## config.mk

```make
export PLATFORM = sky130hd
export DESIGN_NAME = bthome_v2_reading_parser_core
export DESIGN_NICKNAME = d
export VERILOG_FILES = /design/src/sv/bthp_pkg.sv /design/src/sv/bthp_obj_apply.sv /design/src/sv/bthp_walker.sv /design/src/sv/bthome_v2_reading_parser_core.sv
export SDC_FILE = /design/constraint.sdc
export NUM_CORES = 1
export LEC_CHECK = 0
export ABC_AREA = 1
export ABC_CLOCK_PERIOD_IN_PS = 6500
export BUFFER_PORTS_ARGS = -buffer_cell sky130_fd_sc_hd__buf_2
export CAP_MARGIN = 20
export CORE_ASPECT_RATIO = 0.8
export CORE_MARGIN = 4
export CORE_UTILIZATION = 25
export DETAILED_ROUTE_END_ITERATION = 12
export GPL_TIMING_DRIVEN = 0
export MAX_ROUTING_LAYER = met4
export PLACE_DENSITY = 0.51
export SLEW_MARGIN = 20
export SYNTH_ARGS = -nofsm -noshare
export SYNTH_HDL_FRONTEND = slang
export SYNTH_SLANG_ARGS = --single-unit
```

## constraint.sdc

```tcl
create_clock -name clk -period 6.5 [get_ports clk]
set_input_delay 1.3 -clock clk [delete_from_list [all_inputs] [get_ports clk]]
set_output_delay 1.3 -clock clk [all_outputs]
set_load 0.01 [all_outputs]
```

## src/sv/bthp_pkg.sv

```systemverilog
package bthp_pkg;

  // One payload byte as it arrives from the receiver.
  typedef struct packed {
    logic [7:0] data_byte;
    logic       last_byte;
  } in_word_t;

  // Decoded readings, given once per frame on the last byte.
  typedef struct packed {
    logic               accepted;
    logic               encrypted;
    logic               temp_valid;
    logic               hum_valid;
    logic               batt_valid;
    logic               mv_valid;
    logic signed [15:0] temperature_centi;
    logic [15:0]        humidity_centi;
    logic [6:0]         battery_percent;
    logic [15:0]        millivolts;
  } out_word_t;

  // Store updates produced by one completed object.
  typedef struct packed {
    logic        temp_we;
    logic        hum_we;
    logic        batt_we;
    logic        mv_we;
    logic [15:0] temp;
    logic [15:0] hum;
    logic [6:0]  batt;
    logic [15:0] mv;
  } obj_update_t;

  typedef enum logic [2:0] {
    PH_HEADER,
    PH_ID,
    PH_LEN,
    PH_VALUE,
    PH_SKIP
  } phase_t;

  localparam logic [2:0] HDR_VERSION = 3'd2;
  localparam logic [7:0] OBJ_COUNT   = 8'h61;
  localparam logic [7:0] SZ_VAR      = 8'hFF;
  localparam logic [7:0] SZ_NONE     = 8'h00;
  localparam logic [6:0] BATT_MAX    = 7'd100;

  localparam logic [6:0] ID_BATTERY   = 7'h01;
  localparam logic [6:0] ID_TEMP_C01  = 7'h02;
  localparam logic [6:0] ID_HUM_C01   = 7'h03;
  localparam logic [6:0] ID_VOLTAGE   = 7'h0C;
  localparam logic [6:0] ID_HUM_PCT   = 7'h2E;
  localparam logic [6:0] ID_TEMP_C1   = 7'h45;
  localparam logic [6:0] ID_TEMP_DEG  = 7'h57;

  // Object size in bytes for ids below OBJ_COUNT. Zero marks an unknown id and
  // SZ_VAR marks an object whose length byte follows the id.
  function automatic logic [7:0] obj_size(input logic [6:0] id);
    logic [7:0] sz;
    case (id) inside
      7'd0, 7'd1, 7'd9, 7'd15:              sz = 8'd1;
      7'd2, 7'd3, 7'd6, 7'd7, 7'd8:         sz = 8'd2;
      7'd4, 7'd5, 7'd10, 7'd11:             sz = 8'd3;
      7'd12, 7'd13, 7'd14:                  sz = 8'd2;
      [7'd16:7'd47]:                        sz = 8'd1;
      [7'd48:7'd57], 7'd59:                 sz = SZ_NONE;
      7'd58:                                sz = 8'd1;
      7'd60, 7'd61, 7'd63, 7'd64, 7'd65:    sz = 8'd2;
      7'd62:                                sz = 8'd4;
      7'd66, 7'd75:                         sz = 8'd3;
      7'd67, 7'd68, 7'd69, 7'd71, 7'd72:    sz = 8'd2;
      7'd73, 7'd74:                         sz = 8'd2;
      7'd70:                                sz = 8'd1;
      [7'd76:7'd80]:                        sz = 8'd4;
      7'd81, 7'd82, 7'd86:                  sz = 8'd2;
      7'd83, 7'd84:                         sz = SZ_VAR;
      7'd85, 7'd91, 7'd92:                  sz = 8'd4;
      7'd87, 7'd88, 7'd89, 7'd96:           sz = 8'd1;
      7'd90, 7'd93, 7'd94, 7'd95:           sz = 8'd2;
      default:                              sz = SZ_NONE;
    endcase
    return sz;
  endfunction

endpackage

```

## src/sv/bthp_obj_apply.sv

```systemverilog
module bthp_obj_apply
  import bthp_pkg::*;
(
  input  logic [6:0]  id,
  input  logic [7:0]  lo,
  input  logic [7:0]  hi,
  output obj_update_t upd
);

  logic [15:0] w;
  logic [15:0] hi_sext;

  assign w       = {hi, lo};
  assign hi_sext = {{8{hi[7]}}, hi};

  // Scale temperature and humidity to hundredths; products keep low 16 bits.
  always_comb begin
    upd      = '0;
    upd.temp = '0;
    unique case (id)
      ID_BATTERY: begin
        upd.batt_we = 1'b1;
        upd.batt    = (hi > {1'b0, BATT_MAX}) ? BATT_MAX : hi[6:0];
      end
      ID_TEMP_C01: begin
        upd.temp_we = 1'b1;
        upd.temp    = w;
      end
      ID_TEMP_C1: begin
        upd.temp_we = 1'b1;
        upd.temp    = {w[12:0], 3'b000} + {w[14:0], 1'b0};
      end
      ID_TEMP_DEG: begin
        upd.temp_we = 1'b1;
        upd.temp    = hi_sext * 16'd100;
      end
      ID_HUM_C01: begin
        upd.hum_we = 1'b1;
        upd.hum    = w;
      end
      ID_HUM_PCT: begin
        upd.hum_we = 1'b1;
        upd.hum    = {8'd0, hi} * 16'd100;
      end
      ID_VOLTAGE: begin
        upd.mv_we = 1'b1;
        upd.mv    = w;
      end
      default: begin
        upd = '0;
      end
    endcase
  end

endmodule

```

## src/sv/bthp_walker.sv

```systemverilog
module bthp_walker
  import bthp_pkg::*;
(
  input  logic      clk,
  input  logic      rst,
  input  logic      step,
  input  in_word_t  word,
  output out_word_t result
);

  phase_t      phase, phase_next;
  logic [6:0]  obj_id, obj_id_next;
  logic [7:0]  bytes_left, bytes_left_next;
  logic        first_pending, first_pending_next;
  logic [7:0]  first_val, first_val_next;
  logic [15:0] temp_store, temp_store_next;
  logic [15:0] hum_store, hum_store_next;
  logic [6:0]  batt_store, batt_store_next;
  logic [15:0] mv_store, mv_store_next;
  logic        f_acc, f_acc_next;
  logic        f_enc, f_enc_next;
  logic        f_temp, f_temp_next;
  logic        f_hum, f_hum_next;
  logic        f_batt, f_batt_next;
  logic        f_mv, f_mv_next;

  logic [7:0]  b;
  logic [7:0]  size;
  logic [7:0]  lo_byte;
  obj_update_t upd;

  assign b       = word.data_byte;
  assign size    = obj_size(b[6:0]);
  assign lo_byte = first_pending ? b : first_val;

  bthp_obj_apply u_apply (
    .id  (obj_id),
    .lo  (lo_byte),
    .hi  (b),
    .upd (upd)
  );

  always_comb begin
    phase_next         = phase;
    obj_id_next        = obj_id;
    bytes_left_next    = bytes_left;
    first_pending_next = first_pending;
    first_val_next     = first_val;
    temp_store_next    = temp_store;
    hum_store_next     = hum_store;
    batt_store_next    = batt_store;
    mv_store_next      = mv_store;
    f_acc_next         = f_acc;
    f_enc_next         = f_enc;
    f_temp_next        = f_temp;
    f_hum_next         = f_hum;
    f_batt_next        = f_batt;
    f_mv_next          = f_mv;
    if (step) begin
      unique case (phase)
        PH_HEADER: begin
          temp_store_next = '0;
          hum_store_next  = '0;
          batt_store_next = '0;
          mv_store_next   = '0;
          f_temp_next     = 1'b0;
          f_hum_next      = 1'b0;
          f_batt_next     = 1'b0;
          f_mv_next       = 1'b0;
          f_acc_next      = (b[7:5] == HDR_VERSION);
          f_enc_next      = (b[7:5] == HDR_VERSION) && b[0];
          if ((b[7:5] == HDR_VERSION) && !b[0]) begin
            phase_next = PH_ID;
          end else begin
            phase_next = PH_SKIP;
          end
        end
        PH_ID: begin
          if ((b >= OBJ_COUNT) || (size == SZ_NONE)) begin
            phase_next = PH_SKIP;
          end else begin
            obj_id_next        = b[6:0];
            first_pending_next = 1'b1;
            if (size == SZ_VAR) begin
              phase_next = PH_LEN;
            end else begin
              bytes_left_next = size;
              phase_next      = PH_VALUE;
            end
          end
        end
        PH_LEN: begin
          first_pending_next = 1'b1;
          if (b == 8'd0) begin
            phase_next = PH_ID;
          end else begin
            bytes_left_next = b;
            phase_next      = PH_VALUE;
          end
        end
        PH_VALUE: begin
          if (first_pending) begin
            first_val_next = b;
          end
          first_pending_next = 1'b0;
          bytes_left_next    = bytes_left - 8'd1;
          if (bytes_left == 8'd1) begin
            phase_next = PH_ID;
            if (upd.temp_we) begin
              temp_store_next = upd.temp;
              f_temp_next     = 1'b1;
            end
            if (upd.hum_we) begin
              hum_store_next = upd.hum;
              f_hum_next     = 1'b1;
            end
            if (upd.batt_we) begin
              batt_store_next = upd.batt;
              f_batt_next     = 1'b1;
            end
            if (upd.mv_we) begin
              mv_store_next = upd.mv;
              f_mv_next     = 1'b1;
            end
          end
        end
        default: begin
          phase_next = PH_SKIP;
        end
      endcase
      if (word.last_byte) begin
        phase_next = PH_HEADER;
      end
    end
  end

  // The result is taken from the updated stores, so the last byte counts.
  always_comb begin
    result.accepted          = f_acc_next;
    result.encrypted         = f_enc_next;
    result.temp_valid        = f_temp_next;
    result.hum_valid         = f_hum_next;
    result.batt_valid        = f_batt_next;
    result.mv_valid          = f_mv_next;
    result.temperature_centi = temp_store_next;
    result.humidity_centi    = hum_store_next;
    result.battery_percent   = batt_store_next;
    result.millivolts        = mv_store_next;
  end

  always_ff @(posedge clk) begin
    if (rst) begin
      phase         <= PH_HEADER;
      first_pending <= 1'b0;
      f_acc         <= 1'b0;
      f_enc         <= 1'b0;
      f_temp        <= 1'b0;
      f_hum         <= 1'b0;
      f_batt        <= 1'b0;
      f_mv          <= 1'b0;
    end else begin
      phase         <= phase_next;
      first_pending <= first_pending_next;
      f_acc         <= f_acc_next;
      f_enc         <= f_enc_next;
      f_temp        <= f_temp_next;
      f_hum         <= f_hum_next;
      f_batt        <= f_batt_next;
      f_mv          <= f_mv_next;
    end
  end

  always_ff @(posedge clk) begin
    obj_id     <= obj_id_next;
    bytes_left <= bytes_left_next;
    first_val  <= first_val_next;
    temp_store <= temp_store_next;
    hum_store  <= hum_store_next;
    batt_store <= batt_store_next;
    mv_store   <= mv_store_next;
  end

endmodule

```

## src/sv/bthome_v2_reading_parser_core.sv

```systemverilog
// An accepted word is captured in the input register and parsed from there; when it
// carries the last-byte mark, its result is held in the output register until taken.
// Throughput: one payload byte per cycle, except a last byte behind a stalled result.
// The output register lets the next frame's bytes keep flowing while a result waits.
// Reset (rst, synchronous, active high) empties both registers and returns the
// parser to expecting a header byte.
module bthome_v2_reading_parser_core
  import bthp_pkg::*;
(
  input  logic      clk,
  input  logic      rst,
  input  logic      byte_valid,
  output logic      byte_stall,
  input  in_word_t  byte_word,
  output logic      result_valid,
  input  logic      result_stall,
  output out_word_t result_word
);

  // Input register: holds one byte word until the parser consumes it.
  in_word_t  in_q;
  logic      in_full;

  // Output register: holds one finished result until downstream takes it.
  out_word_t res_q;
  logic      out_full;

  logic      proc_go;
  logic      byte_take;
  out_word_t res_next;

  // A byte without the last mark never needs the output register, so only a
  // last byte can be held back, and only while an old result is still stalled.
  assign proc_go    = in_full && (!in_q.last_byte || !out_full || !result_stall);
  assign byte_stall = in_full && !proc_go;
  assign byte_take  = byte_valid && !byte_stall;

  bthp_walker u_walker (
    .clk    (clk),
    .rst    (rst),
    .step   (proc_go),
    .word   (in_q),
    .result (res_next)
  );

  always_ff @(posedge clk) begin
    if (rst) begin
      in_full <= 1'b0;
    end else if (byte_take) begin
      in_full <= 1'b1;
    end else if (proc_go) begin
      in_full <= 1'b0;
    end
  end

  always_ff @(posedge clk) begin
    if (byte_take) begin
      in_q <= byte_word;
    end
  end

  always_ff @(posedge clk) begin
    if (rst) begin
      out_full <= 1'b0;
    end else if (proc_go && in_q.last_byte) begin
      out_full <= 1'b1;
    end else if (!result_stall) begin
      out_full <= 1'b0;
    end
  end

  always_ff @(posedge clk) begin
    if (proc_go && in_q.last_byte) begin
      res_q <= res_next;
    end
  end

  assign result_valid = out_full;
  assign result_word  = res_q;

  // A byte that is not the last one is always consumed in the cycle it is held.
  a_mid_byte_flows: assert property (@(posedge clk) disable iff (rst)
    in_full && !in_q.last_byte |-> proc_go)
    else $error("mid-frame byte held in input register");

  // Parsing a last byte always leaves a result in the output register.
  a_last_gives_result: assert property (@(posedge clk) disable iff (rst)
    proc_go && in_q.last_byte |=> result_valid)
    else $error("last byte parsed but no result presented");

  // A rejected header leaves every other flag clear.
  a_reject_clean: assert property (@(posedge clk) disable iff (rst)
    result_valid && !result_word.accepted |->
      !result_word.encrypted && !result_word.temp_valid && !result_word.hum_valid &&
      !result_word.batt_valid && !result_word.mv_valid)
    else $error("rejected frame reports readings");

  // An encrypted frame carries no readings.
  a_encrypted_empty: assert property (@(posedge clk) disable iff (rst)
    result_valid && result_word.encrypted |->
      !result_word.temp_valid && !result_word.hum_valid &&
      !result_word.batt_valid && !result_word.mv_valid)
    else $error("encrypted frame reports readings");

  // Battery level is saturated.
  a_batt_range: assert property (@(posedge clk) disable iff (rst)
    result_valid |-> result_word.battery_percent <= BATT_MAX)
    else $error("battery level above saturation limit");

endmodule

```

### Word-level counts from Yosys, hierarchy flattened

Cells that the tools add are included.

* logic and storage cells: 236
* RAM bits: 0
* ROM bits: 0
* memories: 0
* flip-flop bits (word level): 160
* input bits: 13
* output and inout port bits: 63
* bits in latches: 0

* equal/unequal tests: 67
* bitwise gates (word level): 1
* mux-type cells: 82
* shift operators: 0
* multiply operators: 2
* reduce and logical (&&, ||, !) cells: 45
* add/subtract/negate cells: 2
* $lt $le $gt $ge: 8
* divide/modulo/power cells: 0

Operators by type and width (count)
* 7-bit == test, second input constant: 30
* 8-bit 2-to-1 mux: 22
* 16-bit 2-to-1 mux: 10
* 16-bit case mux with 2 select lines: 4
* 7-bit by 4-bit == test with 1-bit output, second input constant: 9
* 7-bit by 6-bit == test with 1-bit output, second input constant: 7
* 16-bit case mux with 3 select lines: 1
* 7-bit 2-to-1 mux: 5
* 7-bit by 2-bit == test with 1-bit output, second input constant: 4
* 7-bit by 3-bit == test with 1-bit output, second input constant: 4
* 1-bit 2-to-1 mux: 26
* 8-bit case mux with 3 select lines: 1
* 16-bit adder: 1
* 8-bit logical NOT: 2
* 16-bit by 5-bit multiplier with 14-bit output, second input constant: 1
* 4-bit OR reduction: 4
* 5-bit OR reduction: 3
* 7-bit by 1-bit == test with 1-bit output, second input constant: 2
* 7-bit by 6-bit <= comparator with 1-bit output, second input constant: 2
* 7-bit case mux with 2 select lines: 1
* 8-bit by 5-bit multiplier with 13-bit output, second input constant: 1
* 3-bit 2-to-1 mux: 4
* 3-bit case mux with 4 select lines: 1
* 3-bit OR reduction: 4
* other kinds (29): 58

### Logic depth before layout (Yosys ltp)

* word-level depth: 26
* mapped depth: 24
* mapped depth without buffers: 23

### Cells and area by module

From an unflattened synthesis, not the netlist that was laid out.

* cells, all modules: 1032
* area, all modules: 8831.0 um^2

By module, submodules not included
* bthp_walker: sequential area each 1991.9 um^2, area an instance 4135.2 um^2, cells each 531, times used 1
* bthp_obj_apply: sequential area each 0.0 um^2, area an instance 2483.6 um^2, cells each 412, times used 1
* bthome_v2_reading_parser_core: sequential area each 2142.1 um^2, area an instance 2212.1 um^2, cells each 89, times used 1

### Least setup slack after synthesis

OpenSTA, ideal clock, no wires.

* path kind: reg-to-reg
* start point: register in_q[4] in the netlist's numbering
* end point: register res_q, in the netlist result_word[54] (data pin)
* library setup time: 0.256 ns
* path slack: 2.870 ns
* path buffers: 0
* data required time: 6.244 ns
* arrival: 3.374 ns
* stages on the path, launching flop included: 24
* clock period less this slack: 3.630 ns
* cells stage by stage: edfxtp_1 > inv_1 > ha_1 > ha_1 > inv_1 > fa_1 > inv_1 > ha_1 > nand3_1 > nand2_1 > nand2_1 > nand2_1 > a21oi_1 > or2_1 > nand2_1 > nand2_1 > a21boi_1 > nor2_1 > nor2_1 > nand2_1 > nand3_1 > nand3_1 > nand2_1 > nand2_1

RTL lines
* start: declaration: RTL line bthome_v2_reading_parser_core.sv:21 `in_word_t in_q;`
* start signal: assignment: RTL line bthome_v2_reading_parser_core.sv:58 `in_q <= byte_word;`
* end signal: assignment: RTL line bthome_v2_reading_parser_core.sv:74 `res_q <= res_next;`
* end: declaration: RTL line bthome_v2_reading_parser_core.sv:25 `out_word_t res_q;`

==> qor.yml <==
drt-initial-drc-count: 571
period_share_pct: 74.65
drc: 0
setup_viol: 0
ir_drop_mv: 0.1425
final_cell_mix: "nand2_1 (180), inv_1 (121), edfxtp_1 (93), buf_2 (80)"
grt_use_total_pct: 13.64
routed_wl_um: 25330
syn_area_um2: 8721
area_delta_synth_final_pct: 18.19
worstSetupPathType: "flip-flop to flip-flop"
ys.flop_type: "edfxtp_1"
tightest_slew_ps: 970.7
synth-async-reset-ratio_pct: 0
relSlewSlack_pct: 35.29
dr.pass1.iters: 5
h-tree-depth: 4
cts_tree: "done"
ys_seq_area_share_pct: 47.40
die-width_um: 216.8
grt_setup_unrepaired: "no"
ys_types: 53
use_met3_pct: 3.460
final_common_cell: "nand2_1"
vias: 7031
clock_path_buffers: 2
power_density_nw_per_um2: 232.6
coreArea_um2: 34010
netlist_instances: 960
fin_crit_ps: 4852
grt_pass1_vias: 6653
overflow: 0
dpl.cell_count: 1501
syn_avg_cell_area_um2: 9.084
status: "finished clean"
finalMaxSlewViolations: 0
wl_per_cell_um: 16.53
hold_violations: 0
cap_viol_max_count: 0
die-area_um2: 37950
die_h_um: 175.1
antenna_found_initial: 0
start_util_pct: 25.64
fmax_ghz: 0.2061
numCtsBuffers: 17
post-cts-setup-buffer-count: 0
synth_seq_cells: 160
required_ps: 6680
syn-num-nets: 1049
cts_resized: 0
synth-warning-count: 0
place_ws_ps: 1762
cp_max_fo: 11
grt_max_degree: 55
min_path_type: "flip-flop to flip-flop"
regArea_um2: 4134
layout-drive-gt1-share_pct: 17.60
finClkSkew_ps: 13.33
worst_setup_path_end_kind: "flip-flop"
hpwl_um: 18950
multi_input_area_um2: 3950
final_cells: 1533
io_buffers: 75
finalSetupTns_ps: 0
antenna_cells: 0
synth_edf_count: 93
crit_path_start_kind: "flip-flop"
grt_pass1_wl_um: 38890
use_met1_pct: 20.24
power_leakage_nw: 4.342
busiest_layer: "met1"
place_congestion: 0.8861
clk_pin_slew_ps: 70
fin_ws_ps: 1648
hold_buffers: 0
crit_arrival_ps: 5040
use_met2_pct: 18.84
vias_per_cell: 4.586
num_rows: 60
clk_latency_ps: 440
cts-root-buf: "clkbuf_16"
fin_nets: 1144
cts.sinks: 160
ios: 76
ant_nets: 0
nFillCells: 3582
-- per-stage QoR --
stage	area [um^2]	hold WS [ps]	total power [mW]	util, %
floorplan	8721	430.7	1.301	-
global route	10310	490.2	2.504	30.31
detailed placement	9708	459.0	1.390	28.55
finish	10310	468.3	2.398	30.31
global placement	9678	458.7	1.388	28.46
CTS	10300	468.4	2.424	30.30
-- registers in the layout, summed over array words and instances, names as in the netlist, 3 cells and up --
signal and flops:
u_walker.phase 3, in_q 9, u_walker.mv_store 16, u_walker.batt_store 7
result_word 61, u_walker.bytes_left 8, u_walker.hum_store 16, u_walker.temp_store 16
u_walker.obj_id 7, u_walker.first_val 8
-- area by class of cell --
class / count / area share, %
flip-flops and latches: 160 / 40.11
multi-input cells: 639 / 38.32
well taps: 465 / 5.645
inverters: 144 / 5.293
clock buffers: 18 / 4.164
repair buffers: 76 / 3.909
clock inverters: 14 / 1.627
plain buffers: 17 / 0.9347
-- cells by family (layout without fill, tap and decap cells) --
kind of cell,count (synthesis),after routing,synth area share (%)
AO/OA/AOI/OAI,208,208,14.25
XOR/XNOR,8,8,0.8035
adder cells (fa/ha/maj),76,76,11.68
buffers and inverters,161,269,7.331
flip-flops,160,160,47.40
AND/OR/NAND/NOR,347,347,18.54
-- where the power goes --
group          total [mW]  internal (mW)  leakage (nW)  switching (mW)
sequential           1.10           1.08          1.40          0.0199
combinational       0.271         0.0924          2.65           0.178
clock                1.03          0.580         0.292           0.447
total                2.40           1.75          4.34           0.645
-- worst max-delay path, stage by stage, from the launching register on --
cell and delay (ps):
edfxtp_1 890, inv_1 520, ha_1 430, ha_1 270, inv_1 50, fa_1 490, inv_1 50, ha_1 330
nand3_1 90, nand2_1 100, nand2_1 60, nand2_1 110, a21oi_1 100, or2_1 230, nand2_1 60, nand2_1 60
a21boi_1 180, nor2_1 80, nor2_1 90, nand2_1 60, nand3_1 100, nand3_1 90, nand2_1 70, nand2_1 70
-- cell usage after synthesis (2+ instances only) --
cell,instances,area (um^2)
nand2_1,180,675.7
inv_1,122,457.9
edfxtp_1,93,2793
dfxtp_1,67,1341
ha_1,67,838.3
nand3_1,60,300.3
o21ai_0,58,290.3
a21oi_1,56,280.3
nor2_1,48,180.2
inv_2,21,78.83
o21ai_1,20,100.1
a211oi_1,12,90.09
o211ai_1,12,90.09
o22ai_1,12,75.07
nand2_2,10,62.56
nor3_1,10,50.05
fa_1,9,180.2
nor2_2,9,56.30
a21oi_2,8,70.07
clkbuf_1,7,26.28
nand4_1,7,43.79
a31oi_1,6,37.54
o221ai_1,6,52.55
or2_2,6,37.54
xor2_1,6,52.55
buf_2,5,25.02
a32o_1,4,40.04
nor3_2,4,40.04
a221oi_1,3,26.28
buf_6,3,33.78
nor2_4,3,33.78
nand3b_1,2,15.01
nor4_4,2,42.54
o21bai_1,2,15.01
xnor2_1,2,17.52
-- worst paths after layout --
| kind | startpoint | to | slack, ps | cells past startpoint |
|---|---|---|---|---|
| min reg2reg | u_walker.mv_store[2]$_DFF_P_ | u_walker.mv_store[2]$_DFF_P_ | 470 | 2 |
| min | u_walker.mv_store[2]$_DFF_P_ | u_walker.mv_store[2]$_DFF_P_ | 470 | 2 |
| max | in_q[4]$_DFFE_PP_ | result_word[54]$_DFFE_PP_ | 1650 | 23 |
| max reg2reg | in_q[4]$_DFFE_PP_ | result_word[54]$_DFFE_PP_ | 1650 | 23 |
-- metal layers --
metal / vias to the layer above / wire length (um)
met5: - / 0
met4: 0 / 182
met3: 18 / 1541
met2: 217 / 10290
met1: 3320 / 13320
li1: 3476 / -
Note: power is estimated with default switching activity, not from simulation.
